==> config.mk <==
export PLATFORM = sky130hd
export DESIGN_NAME = button_repeat_long_press_qualifier_unit
export DESIGN_NICKNAME = d
export VERILOG_FILES = /design/src/sv/brlpq_pkg.sv /design/src/sv/button_repeat_long_press_qualifier_unit.sv
export SDC_FILE = /design/constraint.sdc
export NUM_CORES = 1
export LEC_CHECK = 0
export BUFFER_PORTS_ARGS = -buffer_cell sky130_fd_sc_hd__buf_4
export CAP_MARGIN = 10
export CELL_PAD_IN_SITES_DETAIL_PLACEMENT = 0
export CELL_PAD_IN_SITES_GLOBAL_PLACEMENT = 1
export CORE_MARGIN = 4
export CORE_UTILIZATION = 49
export DETAILED_ROUTE_END_ITERATION = 7
export PLACE_DENSITY = 0.83
export SLEW_MARGIN = 25
export SYNTH_ARGS = -nofsm -noshare
export SYNTH_HDL_FRONTEND = slang
export SYNTH_SLANG_ARGS = --single-unit
==> constraint.sdc <==
create_clock -name clk -period 6 [get_ports clk]
set_input_delay 0.3 -clock clk [delete_from_list [all_inputs] [get_ports clk]]
set_output_delay 0.3 -clock clk [all_outputs]
set_load 0.05 [all_outputs]
==> src/sv/brlpq_pkg.sv <==
// ----------------------------------------------------------------------------
// brlpq_pkg
// shared types and constants for the button repeat / long press qualifier
// ----------------------------------------------------------------------------
`default_nettype none

package brlpq_pkg;

	localparam int unsigned TIME_WIDTH_DEF = 32;

	localparam int unsigned CMD_W    = 2;
	localparam int unsigned BUTTON_W = 4;
	localparam int unsigned ACTION_W = 5;
	localparam int unsigned NOW_W    = 32;
	localparam int unsigned CFG_W    = 16;
	localparam int unsigned CFG_IDX_W = 2;

	// s_tdata packing: button, mapped_action, hold_timer, now_ms
	localparam int unsigned IN_FIELDS_W = BUTTON_W + ACTION_W + 1 + NOW_W;
	localparam int unsigned IN_DATA_W   = ((IN_FIELDS_W + 7) / 8) * 8;
	localparam int unsigned OUT_DATA_W  = ((ACTION_W + 7) / 8) * 8;

	typedef enum logic [CMD_W-1:0] {
		CMD_PRESS   = 2'd0,
		CMD_REPEAT  = 2'd1,
		CMD_RELEASE = 2'd2,
		CMD_TICK    = 2'd3
	} cmd_t;

	typedef enum logic [CFG_IDX_W-1:0] {
		REG_REPEAT_DELAY    = 2'd0,
		REG_REPEAT_INTERVAL = 2'd1,
		REG_LONG_PRESS      = 2'd2,
		REG_CHORD_HOLD      = 2'd3
	} reg_idx_t;

	localparam logic [BUTTON_W-1:0] BTN_R2    = 4'd11;
	localparam logic [BUTTON_W-1:0] BTN_START = 4'd12;
	localparam logic [BUTTON_W-1:0] BTN_MENU  = 4'd14;

	localparam logic [ACTION_W-1:0] ACT_NONE      = 5'd0;
	localparam logic [ACTION_W-1:0] ACT_UP        = 5'd1;
	localparam logic [ACTION_W-1:0] ACT_RIGHT     = 5'd4;
	localparam logic [ACTION_W-1:0] ACT_FAVORITES = 5'd5;
	localparam logic [ACTION_W-1:0] ACT_MAX_MAPPED = 5'd29;
	localparam logic [ACTION_W-1:0] ACT_SHUFFLE   = 5'd30;
	localparam logic [ACTION_W-1:0] ACT_RESET_MAP = 5'd31;

	localparam logic [CFG_W-1:0] REPEAT_DELAY_RST    = 16'd420;
	localparam logic [CFG_W-1:0] REPEAT_INTERVAL_RST = 16'd160;
	localparam logic [CFG_W-1:0] LONG_PRESS_RST      = 16'd800;
	localparam logic [CFG_W-1:0] CHORD_HOLD_RST      = 16'd3000;

	function automatic logic is_direction(input logic [ACTION_W-1:0] a);
		return (a >= ACT_UP) && (a <= ACT_RIGHT);
	endfunction

endpackage

`default_nettype wire

==> src/sv/button_repeat_long_press_qualifier_unit.sv <==
// ----------------------------------------------------------------------------
// button_repeat_long_press_qualifier_unit
// qualifies button events: held-direction auto-repeat, os repeat rate limit,
// r2 favorites long press to shuffle, menu+start chord to reset mapping
// ----------------------------------------------------------------------------
// m_tvalid rises once an input transfer has passed the input register and then the result register
// throughput: one event per cycle unless stalled; all qualifying logic sits between the two registers
// s_tready drops only while the result register is full and m_tready is low
// reset (arst_n low): all hold/chord state cleared, registers at 420/160/800/3000
// config writes take effect at the next clock edge
// ----------------------------------------------------------------------------
`default_nettype none

module button_repeat_long_press_qualifier_unit
	import brlpq_pkg::*;
#(
	parameter int unsigned TIME_WIDTH = TIME_WIDTH_DEF
) (
	input  wire logic                  clk,
	input  wire logic                  arst_n,
	input  wire logic                  cfg_we,
	input  wire logic [CFG_IDX_W-1:0]  cfg_index,
	input  wire logic [CFG_W-1:0]      cfg_data,
	input  wire logic                  s_tvalid,
	output logic                       s_tready,
	// [3:0] button, [8:4] action, [9] hold_timer, [41:10] now_ms
	input  wire logic [IN_DATA_W-1:0]  s_tdata,
	// [1:0] command
	input  wire logic [CMD_W-1:0]      s_tuser,
	output logic                       m_tvalid,
	input  wire logic                  m_tready,
	// [4:0] action_out
	output logic [OUT_DATA_W-1:0]      m_tdata
);

	typedef logic [TIME_WIDTH-1:0] tstamp_t;

	// config registers
	logic [CFG_W-1:0] repeat_delay_q, repeat_interval_q, long_press_q, chord_hold_q;

	// input stage
	logic                valid_s1;
	cmd_t                cmd_s1;
	logic [BUTTON_W-1:0] button_s1;
	logic [ACTION_W-1:0] action_s1;
	logic                hold_s1;
	logic [NOW_W-1:0]    now_s1;

	// result stage
	logic                valid_s2;
	logic [ACTION_W-1:0] action_s2;

	// qualifier state
	logic [ACTION_W-1:0] held_action_q, deferred_action_q;
	tstamp_t             held_since_q, last_repeat_q, long_pressed_at_q, chord_started_at_q;
	logic                long_pending_q, shuffle_emitted_q;
	logic                menu_down_q, start_down_q, chord_active_q, chord_emitted_q;

	// next-state
	logic [ACTION_W-1:0] held_action_d, deferred_action_d, result_d;
	tstamp_t             held_since_d, last_repeat_d, long_pressed_at_d, chord_started_at_d;
	logic                long_pending_d, shuffle_emitted_d;
	logic                menu_down_d, start_down_d, chord_active_d, chord_emitted_d;

	logic                advance;
	logic [ACTION_W-1:0] action;
	tstamp_t             now_t;
	logic                ge_interval, ge_delay, ge_long, ge_chord, ge_os_interval;

	function automatic tstamp_t elapsed(input tstamp_t now, input tstamp_t since);
		return now - since;
	endfunction

	assign advance  = valid_s1 && (!valid_s2 || m_tready);
	assign s_tready = !valid_s1 || advance;
	assign m_tvalid = valid_s2;
	assign m_tdata  = OUT_DATA_W'(action_s2);

	assign action = (action_s1 > ACT_MAX_MAPPED) ? ACT_NONE : action_s1;
	assign now_t  = TIME_WIDTH'(now_s1);

	assign ge_os_interval = elapsed(now_t, last_repeat_q) >= TIME_WIDTH'(repeat_interval_q);
	assign ge_interval    = ge_os_interval;
	assign ge_delay = elapsed(now_t, held_since_q) >= TIME_WIDTH'(repeat_delay_q);
	assign ge_long  = elapsed(now_t, long_pressed_at_q) >= TIME_WIDTH'(long_press_q);
	assign ge_chord = elapsed(now_t, chord_started_at_q) >= TIME_WIDTH'(chord_hold_q);

	always_comb begin
		held_action_d      = held_action_q;
		held_since_d       = held_since_q;
		last_repeat_d      = last_repeat_q;
		long_pending_d     = long_pending_q;
		shuffle_emitted_d  = shuffle_emitted_q;
		long_pressed_at_d  = long_pressed_at_q;
		deferred_action_d  = deferred_action_q;
		menu_down_d        = menu_down_q;
		start_down_d       = start_down_q;
		chord_active_d     = chord_active_q;
		chord_emitted_d    = chord_emitted_q;
		chord_started_at_d = chord_started_at_q;
		result_d           = ACT_NONE;

		// menu/start tracking on press and release
		if (cmd_s1 == CMD_PRESS || cmd_s1 == CMD_RELEASE) begin
			if (button_s1 == BTN_MENU)
				menu_down_d = (cmd_s1 == CMD_PRESS);
			if (button_s1 == BTN_START)
				start_down_d = (cmd_s1 == CMD_PRESS);
			if (menu_down_d && start_down_d) begin
				if (!chord_active_q) begin
					chord_active_d     = 1'b1;
					chord_emitted_d    = 1'b0;
					chord_started_at_d = now_t;
				end
			end else begin
				chord_active_d  = 1'b0;
				chord_emitted_d = 1'b0;
			end
		end

		case (cmd_s1)
			CMD_PRESS: begin
				if (!hold_s1)
					last_repeat_d = now_t;
				if (hold_s1 && is_direction(action)) begin
					held_action_d = action;
					held_since_d  = now_t;
					last_repeat_d = now_t;
				end
				// favorites on r2 is held back until release or long hold
				if (button_s1 == BTN_R2 && action == ACT_FAVORITES) begin
					long_pending_d    = 1'b1;
					shuffle_emitted_d = 1'b0;
					long_pressed_at_d = now_t;
					deferred_action_d = action;
				end else begin
					result_d = action;
				end
			end
			CMD_REPEAT: begin
				if (is_direction(action) && ge_os_interval) begin
					last_repeat_d = now_t;
					result_d      = action;
				end
			end
			CMD_RELEASE: begin
				if (action == held_action_q)
					held_action_d = ACT_NONE;
				if (button_s1 == BTN_R2 && long_pending_q) begin
					result_d          = shuffle_emitted_q ? ACT_NONE : deferred_action_q;
					long_pending_d    = 1'b0;
					shuffle_emitted_d = 1'b0;
					deferred_action_d = ACT_NONE;
				end
			end
			CMD_TICK: begin
				if (chord_active_q && !chord_emitted_q && ge_chord) begin
					chord_emitted_d = 1'b1;
					held_action_d   = ACT_NONE;
					result_d        = ACT_RESET_MAP;
				end else if (long_pending_q && !shuffle_emitted_q && ge_long) begin
					shuffle_emitted_d = 1'b1;
					result_d          = ACT_SHUFFLE;
				end else if (is_direction(held_action_q) && ge_delay && ge_interval) begin
					last_repeat_d = now_t;
					result_d      = held_action_q;
				end
			end
			default: begin
				result_d = ACT_NONE;
			end
		endcase
	end

	// config port
	always_ff @(posedge clk or negedge arst_n) begin
		if (!arst_n) begin
			repeat_delay_q    <= REPEAT_DELAY_RST;
			repeat_interval_q <= REPEAT_INTERVAL_RST;
			long_press_q      <= LONG_PRESS_RST;
			chord_hold_q      <= CHORD_HOLD_RST;
		end else if (cfg_we) begin
			case (reg_idx_t'(cfg_index))
				REG_REPEAT_DELAY:    repeat_delay_q    <= cfg_data;
				REG_REPEAT_INTERVAL: repeat_interval_q <= cfg_data;
				REG_LONG_PRESS:      long_press_q      <= cfg_data;
				REG_CHORD_HOLD:      chord_hold_q      <= cfg_data;
				default: begin
				end
			endcase
		end
	end

	// stage valids
	always_ff @(posedge clk or negedge arst_n) begin
		if (!arst_n) begin
			valid_s1 <= 1'b0;
			valid_s2 <= 1'b0;
		end else begin
			if (s_tready)
				valid_s1 <= s_tvalid;
			if (advance)
				valid_s2 <= 1'b1;
			else if (m_tready)
				valid_s2 <= 1'b0;
		end
	end

	// payload
	always_ff @(posedge clk) begin
		if (s_tvalid && s_tready) begin
			cmd_s1    <= cmd_t'(s_tuser);
			button_s1 <= s_tdata[BUTTON_W-1:0];
			action_s1 <= s_tdata[BUTTON_W +: ACTION_W];
			hold_s1   <= s_tdata[BUTTON_W + ACTION_W];
			now_s1    <= s_tdata[BUTTON_W + ACTION_W + 1 +: NOW_W];
		end
		if (advance)
			action_s2 <= result_d;
	end

	// qualifier state
	always_ff @(posedge clk or negedge arst_n) begin
		if (!arst_n) begin
			held_action_q      <= ACT_NONE;
			held_since_q       <= '0;
			last_repeat_q      <= '0;
			long_pending_q     <= 1'b0;
			shuffle_emitted_q  <= 1'b0;
			long_pressed_at_q  <= '0;
			deferred_action_q  <= ACT_NONE;
			menu_down_q        <= 1'b0;
			start_down_q       <= 1'b0;
			chord_active_q     <= 1'b0;
			chord_emitted_q    <= 1'b0;
			chord_started_at_q <= '0;
		end else if (advance) begin
			held_action_q      <= held_action_d;
			held_since_q       <= held_since_d;
			last_repeat_q      <= last_repeat_d;
			long_pending_q     <= long_pending_d;
			shuffle_emitted_q  <= shuffle_emitted_d;
			long_pressed_at_q  <= long_pressed_at_d;
			deferred_action_q  <= deferred_action_d;
			menu_down_q        <= menu_down_d;
			start_down_q       <= start_down_d;
			chord_active_q     <= chord_active_d;
			chord_emitted_q    <= chord_emitted_d;
			chord_started_at_q <= chord_started_at_d;
		end
	end

	// held action is always none or a direction
	a_held_is_direction: assert property (@(posedge clk) disable iff (!arst_n)
		held_action_q == ACT_NONE || is_direction(held_action_q))
		else $error("held action not a direction");

	a_shuffle_needs_pending: assert property (@(posedge clk) disable iff (!arst_n)
		shuffle_emitted_q |-> long_pending_q)
		else $error("shuffle emitted without pending long press");

	a_pending_holds_fav: assert property (@(posedge clk) disable iff (!arst_n)
		long_pending_q |-> deferred_action_q == ACT_FAVORITES)
		else $error("pending long press without deferred favorites");

	a_chord_tracks_buttons: assert property (@(posedge clk) disable iff (!arst_n)
		chord_active_q == (menu_down_q && start_down_q))
		else $error("chord state out of step with menu/start");

	a_chord_emit_active: assert property (@(posedge clk) disable iff (!arst_n)
		chord_emitted_q |-> chord_active_q)
		else $error("chord emitted while inactive");

	a_ready_when_empty: assert property (@(posedge clk) disable iff (!arst_n)
		!valid_s1 |-> s_tready)
		else $error("input stalled with empty input stage");

endmodule

`default_nettype wire
==> results_dict.tcl, run 1 <==
set metrics [dict create \
    status "completed" \
    placed_area_um2 20200 \
    grt_max_degree 80 \
    io_pins 83 \
    synthMostInstantiatedCell "inv_1" \
    final_core_util 0.570 \
    drv_slew 0 \
    antenna_found_initial 1 \
    p_leak_uw 0.0101 \
    critPathMaxFanout 16 \
    syn_avg_cell_area_um2 9.09 \
    firstDrtPassIters 5 \
    synth_commonest_cells "inv_1 (222), nand2_1 (206), dfrtp_1 (194)" \
    critical_path_class "flop to flop" \
    via_per_inst 5.75 \
    grt_pass1_vias 15600 \
    synth_ff_type "dfrtp_1" \
    rsz0062_at_grt "false" \
    period_share 0.963 \
    max-vdd-ir-drop_mv 0.266 \
    crit_cells 29 \
    fin_area_um2 22000 \
    worstPathArrival_ns 6.23 \
    async_flop_share 0.811 \
    min_path_type "primary input to flop" \
    avgRoutedWirePerCell_um 18.4 \
    start_util 0.496 \
    ys_warn_count 0 \
    fin_cells 2765 \
    track_usage 0.238 \
    min_period_ns 5.78 \
    hold_viol 0 \
    holdWs_ns 0.0324 \
    place.port_buffers 73 \
    tightest_slew_ns 0.940 \
    synth_top_area_share 0.254 \
    drive_gt1_frac 0.140 \
    num_antenna_cells 0 \
    clk_pin_slew_ns 0.06 \
    vias 15900 \
    core_um2 38600 \
    hpwl_mm 38.8 \
    num_rows 72 \
    r2r_cells 29 \
    tns_ns 0 \
    p_per_area_nw_per_um2 337 \
    synth_cell_types 86 \
    skew_ns 0.0204 \
    cp_slowest_stage_delay_ns 0.46 \
    netlist_area_um2 19100 \
    cts.path.max_buffers 3 \
    clk-insertion-delay-late_ns 0.58 \
    synth_seq_cells 259 \
    cap_violations 0 \
    synth_area_leaders "dfrtp_1 (25%), ha_1 (12%), edfxtp_1 (7.7%)" \
    cpLargestDelayFamily "simple AND/OR/NAND/NOR gates" \
    cts_num_sinks 259 \
    fmax_mhz 173 \
    end_kind "flop" \
    cts_buffers 29 \
    critPathRequiredTime_ns 6.45 \
    route.detailed.drc 0 \
    root_buffer "clkbuf_16" \
    drtIter0Drc 1084 \
    startpoint_type "flop" \
    grt_pass1_wl_mm 81.1 \
    syn_to_final_growth_pct 15.0 \
    finalSetupViolCount 0 \
    yosysSeqAreaShare 0.353 \
    ant_nets 0 \
    cp_common_cell "nand4_1" \
    crit_buf_inv 4 \
    critical_path.slowest_cell "a2111oi_0" \
    die_h_um 205 \
    placed_cells 2648 \
    max_slew_margin 0.371 \
    die-area_um2 42200 \
    synth-edff-count 49 \
    htree_levels 1 \
    synthCells 2103 \
    nets 2489 \
    hold_depth 3 \
    die_w_um 205 \
    synth.largest_area_cell "dfrtp_1" \
    cts_tree "done" \
    place.gp.congestion 0.931 \
    finalWirelength_mm 50.7 \
    grt-ovfl-total 0 \
]
[final timing paths]
kind / start / slack, ns / end
max in group asynchronous: arst_n / 4.46 / chord_started_at_q[5]
hold / removal: cfg_data[15] / 0.03 / repeat_delay_q[15]
min in group asynchronous: arst_n / 0.31 / last_repeat_q[27]
setup / recovery: now_s1[0] / 0.22 / last_repeat_q[27]
hold reg to reg: chord_emitted_q / 0.48 / chord_emitted_q
setup reg to reg: now_s1[0] / 0.22 / last_repeat_q[27]
[through the flow]
step	total power [µW]	setup slack, ns
after floorplan	4630	1.01
after global placement	5360	0.293
after detailed placement	5420	0.236
after CTS	7420	0.177
after global routing	7950	0.00444
final	7400	0.222
[worst reg2reg max path, delay by kind of cell (launching register included)]
| family | cells | cell delay (ns) |
|---|---|---|
| AOI/OAI and AO/OA | 7 | 1.66 |
| xor gates and xnor gates | 1 | 0.13 |
| muxes | 1 | 0.31 |
| buffers and inverters | 4 | 0.61 |
| adders and majority gates | 3 | 0.82 |
| and+or+nand+nor | 13 | 1.76 |
| DFF | 1 | 0.36 |
[routing by layer]
metal	GRT usage	routed length, µm	up-vias
li1	-	-	7834
met1	0.338	23800	7623
met2	0.385	23100	348
met3	0.0222	2200	91
met4	0.0773	1670	0
met5	0	0	-
[sequential cells by signal (all words and copies together), names as in the netlist, 2 cells and up]
name / count
deferred_action_q: 5
repeat_delay_q: 16
action_s2: 5
repeat_interval_q: 16
action_s1: 5
long_pressed_at_q: 32
last_repeat_q: 32
button_s1: 4
chord_hold_q: 16
held_since_q: 32
held_action_q: 5
chord_started_at_q: 32
long_press_q: 16
now_s1: 32
cmd_s1: 2
[cells by family after synthesis]
group / synth area share
muxes: 0.0793
DFF: 0.353
xor gates and xnor gates: 0.0431
AOI/OAI and AO/OA: 0.197
and+or+nand+nor: 0.140
buffers and inverters: 0.0605
other: 0.000196
adders and majority gates: 0.127
[layout make-up]
cell class              instances  area, µm²
inverters                     222        833
clock buffers                  34        764
well taps                     518        648
fillers                      3492      16600
flip-flops and latches        259       6750
repair buffers                163       1440
multi-input cells            1549      11300
clock inverters                20        277
[where the power goes]
group | switching, µW | internal, µW
Combinational | 1810 | 1410
Clock | 774 | 1150
Sequential | 177 | 2090
Total | 2760 | 4640
[what timing repair did]
action	4_1_cts	5_1_grt
gates resized for setup	0	6
buffers inserted	0	4
hold buffers	57	0
setup endpoints to repair	0	32
hold endpoints to repair	134	0
[cell usage in the layout, fill, tap and decap left out, types with 31 or more instances in the layout]
| cell type | n |
|---|---|
| a21o_1 | 56 |
| a21oi_1 | 158 |
| buf_4 | 100 |
| clkbuf_16 | 31 |
| dfrtp_1 | 194 |
| dlygate4sd3_1 | 57 |
| edfxtp_1 | 49 |
| ha_1 | 188 |
| inv_1 | 222 |
| mux2_2 | 87 |
| nand2_1 | 206 |
| nand3_1 | 36 |
| nand4_1 | 47 |
| nor2_1 | 93 |
| nor3_1 | 33 |
| o21ai_0 | 161 |
| xnor2_1 | 58 |
| xor2_1 | 36 |
Note: power is estimated with default switching activity, not from simulation.
==> run 2: changes to the inputs <==
--- a/config.mk
+++ b/config.mk
@@ -10,9 +10,9 @@
 export CELL_PAD_IN_SITES_DETAIL_PLACEMENT = 0
 export CELL_PAD_IN_SITES_GLOBAL_PLACEMENT = 1
 export CORE_MARGIN = 4
-export CORE_UTILIZATION = 49
+export CORE_UTILIZATION = 25
 export DETAILED_ROUTE_END_ITERATION = 7
-export PLACE_DENSITY = 0.83
+export PLACE_DENSITY = 0.49
 export SLEW_MARGIN = 25
 export SYNTH_ARGS = -nofsm -noshare
 export SYNTH_HDL_FRONTEND = slang
==> results_dict.tcl, run 2 (same netlist as run 1, synthesis figures left out) <==
set metrics [dict create \
    grt_pass1_vias 16100 \
    critical_path_class "flop to flop" \
    most-common-layout-cells "inv_1 (222), nand2_1 (206), dfrtp_1 (194)" \
    fin_cells 3251 \
    path_cells "inv_1 -> buf_4 -> ha_1 -> inv_1 -> fa_1 -> a21o_1 -> a221oi_4 -> buf_4 -> o221ai_1 -> xor2_1 -> ha_1 -> and4_1 -> a221oi_1 -> o22a_1 -> o311ai_0 -> nor4_1 -> nand4_1 -> o31a_1 -> nor2_2 -> o22ai_4 -> buf_12 -> clkbuf_16 -> mux2_4" \
    grt-ovfl-total 0 \
    fillCellCount 7917 \
    min_path_type "primary input to flop" \
    die_w_um 284 \
    vias 15700 \
    tightest_slew_ns 1.03 \
    placed_cells 3127 \
    worstPathArrival_ns 6.10 \
    grt_pass1_wl_mm 91.9 \
    status "completed" \
    fmax_mhz 176 \
    drv_slew 0 \
    seq_power_share 0.288 \
    cts_tree "done" \
    skew_ns 0.0269 \
    syn_to_final_growth_pct 19.6 \
    htree_levels 2 \
    tns_ns 0 \
    critPathRequiredTime_ns 6.42 \
    core_um2 75800 \
    start_util 0.252 \
    clk-insertion-delay-late_ns 0.55 \
    power.share.switching 0.380 \
    cts_buffers 37 \
    cap_violations 0 \
    cp_slowest_stage_delay_ns 0.55 \
    min_period_ns 5.69 \
    cpLargestDelayFamily "compound AO/OA/AOI/OAI gates" \
    placed_area_um2 21000 \
    route.detailed.drc 0 \
    max_slew_margin 0.295 \
    final_core_util 0.301 \
    nets 2509 \
    clk_pin_slew_ns 0.05 \
    rsz0062_at_grt "false" \
    via_per_inst 4.84 \
    antenna_found_initial 2 \
    p_leak_uw 0.0102 \
    max-vdd-ir-drop_mv 0.166 \
    p_clk_frac 0.277 \
    grt_max_degree 148 \
    critical_path.slowest_cell "a221oi_1" \
    num_antenna_cells 0 \
    period_share 0.948 \
    startpoint_type "flop" \
    place.port_buffers 73 \
    die_h_um 284 \
    firstDrtPassIters 5 \
    finalWirelength_mm 59.3 \
    root_buffer "clkbuf_16" \
    place.gp.congestion 0.842 \
    end_kind "flop" \
    p_sw_uw 2960 \
    drive_gt1_frac 0.153 \
    crit_buf_inv 6 \
    die-area_um2 80900 \
    avgRoutedWirePerCell_um 18.2 \
    finalSetupViolCount 0 \
    p_per_area_nw_per_um2 342 \
    io_pins 83 \
    drtIter0Drc 705 \
    ant_nets 0 \
    track_usage 0.143 \
    fin_area_um2 22800 \
    hpwl_mm 46.1 \
    critPathMaxFanout 16 \
    intPower_uw 4840 \
    final_common_cell "inv_1" \
    combPwrFrac 0.435 \
    num_rows 101 \
    cts_num_sinks 259 \
    hold_viol 0 \
    cts.path.max_buffers 3 \
]
## run 2: stage by stage
stage	hold WS [ns]	power, µW	worst slack [ns]
after CTS	0.00373	7900	0.0755
after global routing	0.0333	8410	0.00152
after global placement	0.280	5580	-0.205
after floorplan	0.00441	4630	1.01
after detailed placement	0.289	5600	-0.262
final	0.0412	7810	0.315
## run 2: path summary, 6_finish.rpt
check	end	slack, ns	cells past startpoint	from
hold reg to reg	chord_emitted_q	0.48	2	chord_emitted_q
min in group asynchronous	last_repeat_q[29]	0.29	2	arst_n
setup / recovery	last_repeat_q[27]	0.31	23	now_s1[0]
max in group asynchronous	repeat_delay_q[6]	4.52	3	arst_n
hold / removal	m_tvalid	0.04	3	m_tready
setup reg to reg	last_repeat_q[27]	0.31	23	now_s1[0]
## run 2: power groups by stage
stage | Sequential [µW] | Clock (µW) | Combinational [µW]
after floorplan | 2240 | 0 | 2390
after global placement | 2280 | 0 | 3310
after detailed placement | 2280 | 0 | 3310
after CTS | 2250 | 2260 | 3380
after global routing | 2290 | 2320 | 3790
final | 2250 | 2160 | 3390
## run 2: worst min-delay path: cells and delay by family
family | cells | cell delay (ns)
buffers and inverters | 1 | 0.08
and+or+nand+nor | 2 | 0.17
## run 2: cell type report
cell class | count | area [µm²] | area share
multi-input combinational | 1549 | 11300 | 0.496
sequential | 259 | 6750 | 0.295
timing repair buffer | 175 | 1520 | 0.0664
tap | 978 | 1220 | 0.0536
clock buffer | 58 | 1140 | 0.0498
inverter | 222 | 833 | 0.0365
clock inverter | 10 | 63.8 | 0.00279
## run 2: per-layer routing
metal / vias up / global-route usage / wire length [µm]
li1: 7862 / - / -
met1: 7539 / 0.194 / 28100
met2: 227 / 0.239 / 27700
met3: 91 / 0.0156 / 1600
met4: 0 / 0.0493 / 1950
met5: - / 0 / 0
## run 2: what timing repair did
action / 4_1_cts / 5_1_grt
gates cloned: 0 / 1
pin swaps: 0 / 14
hold buffers: 50 / 0
setup endpoints to repair: 34 / 34
hold endpoints to repair: 108 / 0
setup buffers: 0 / 5
gates resized for setup: 7 / 15
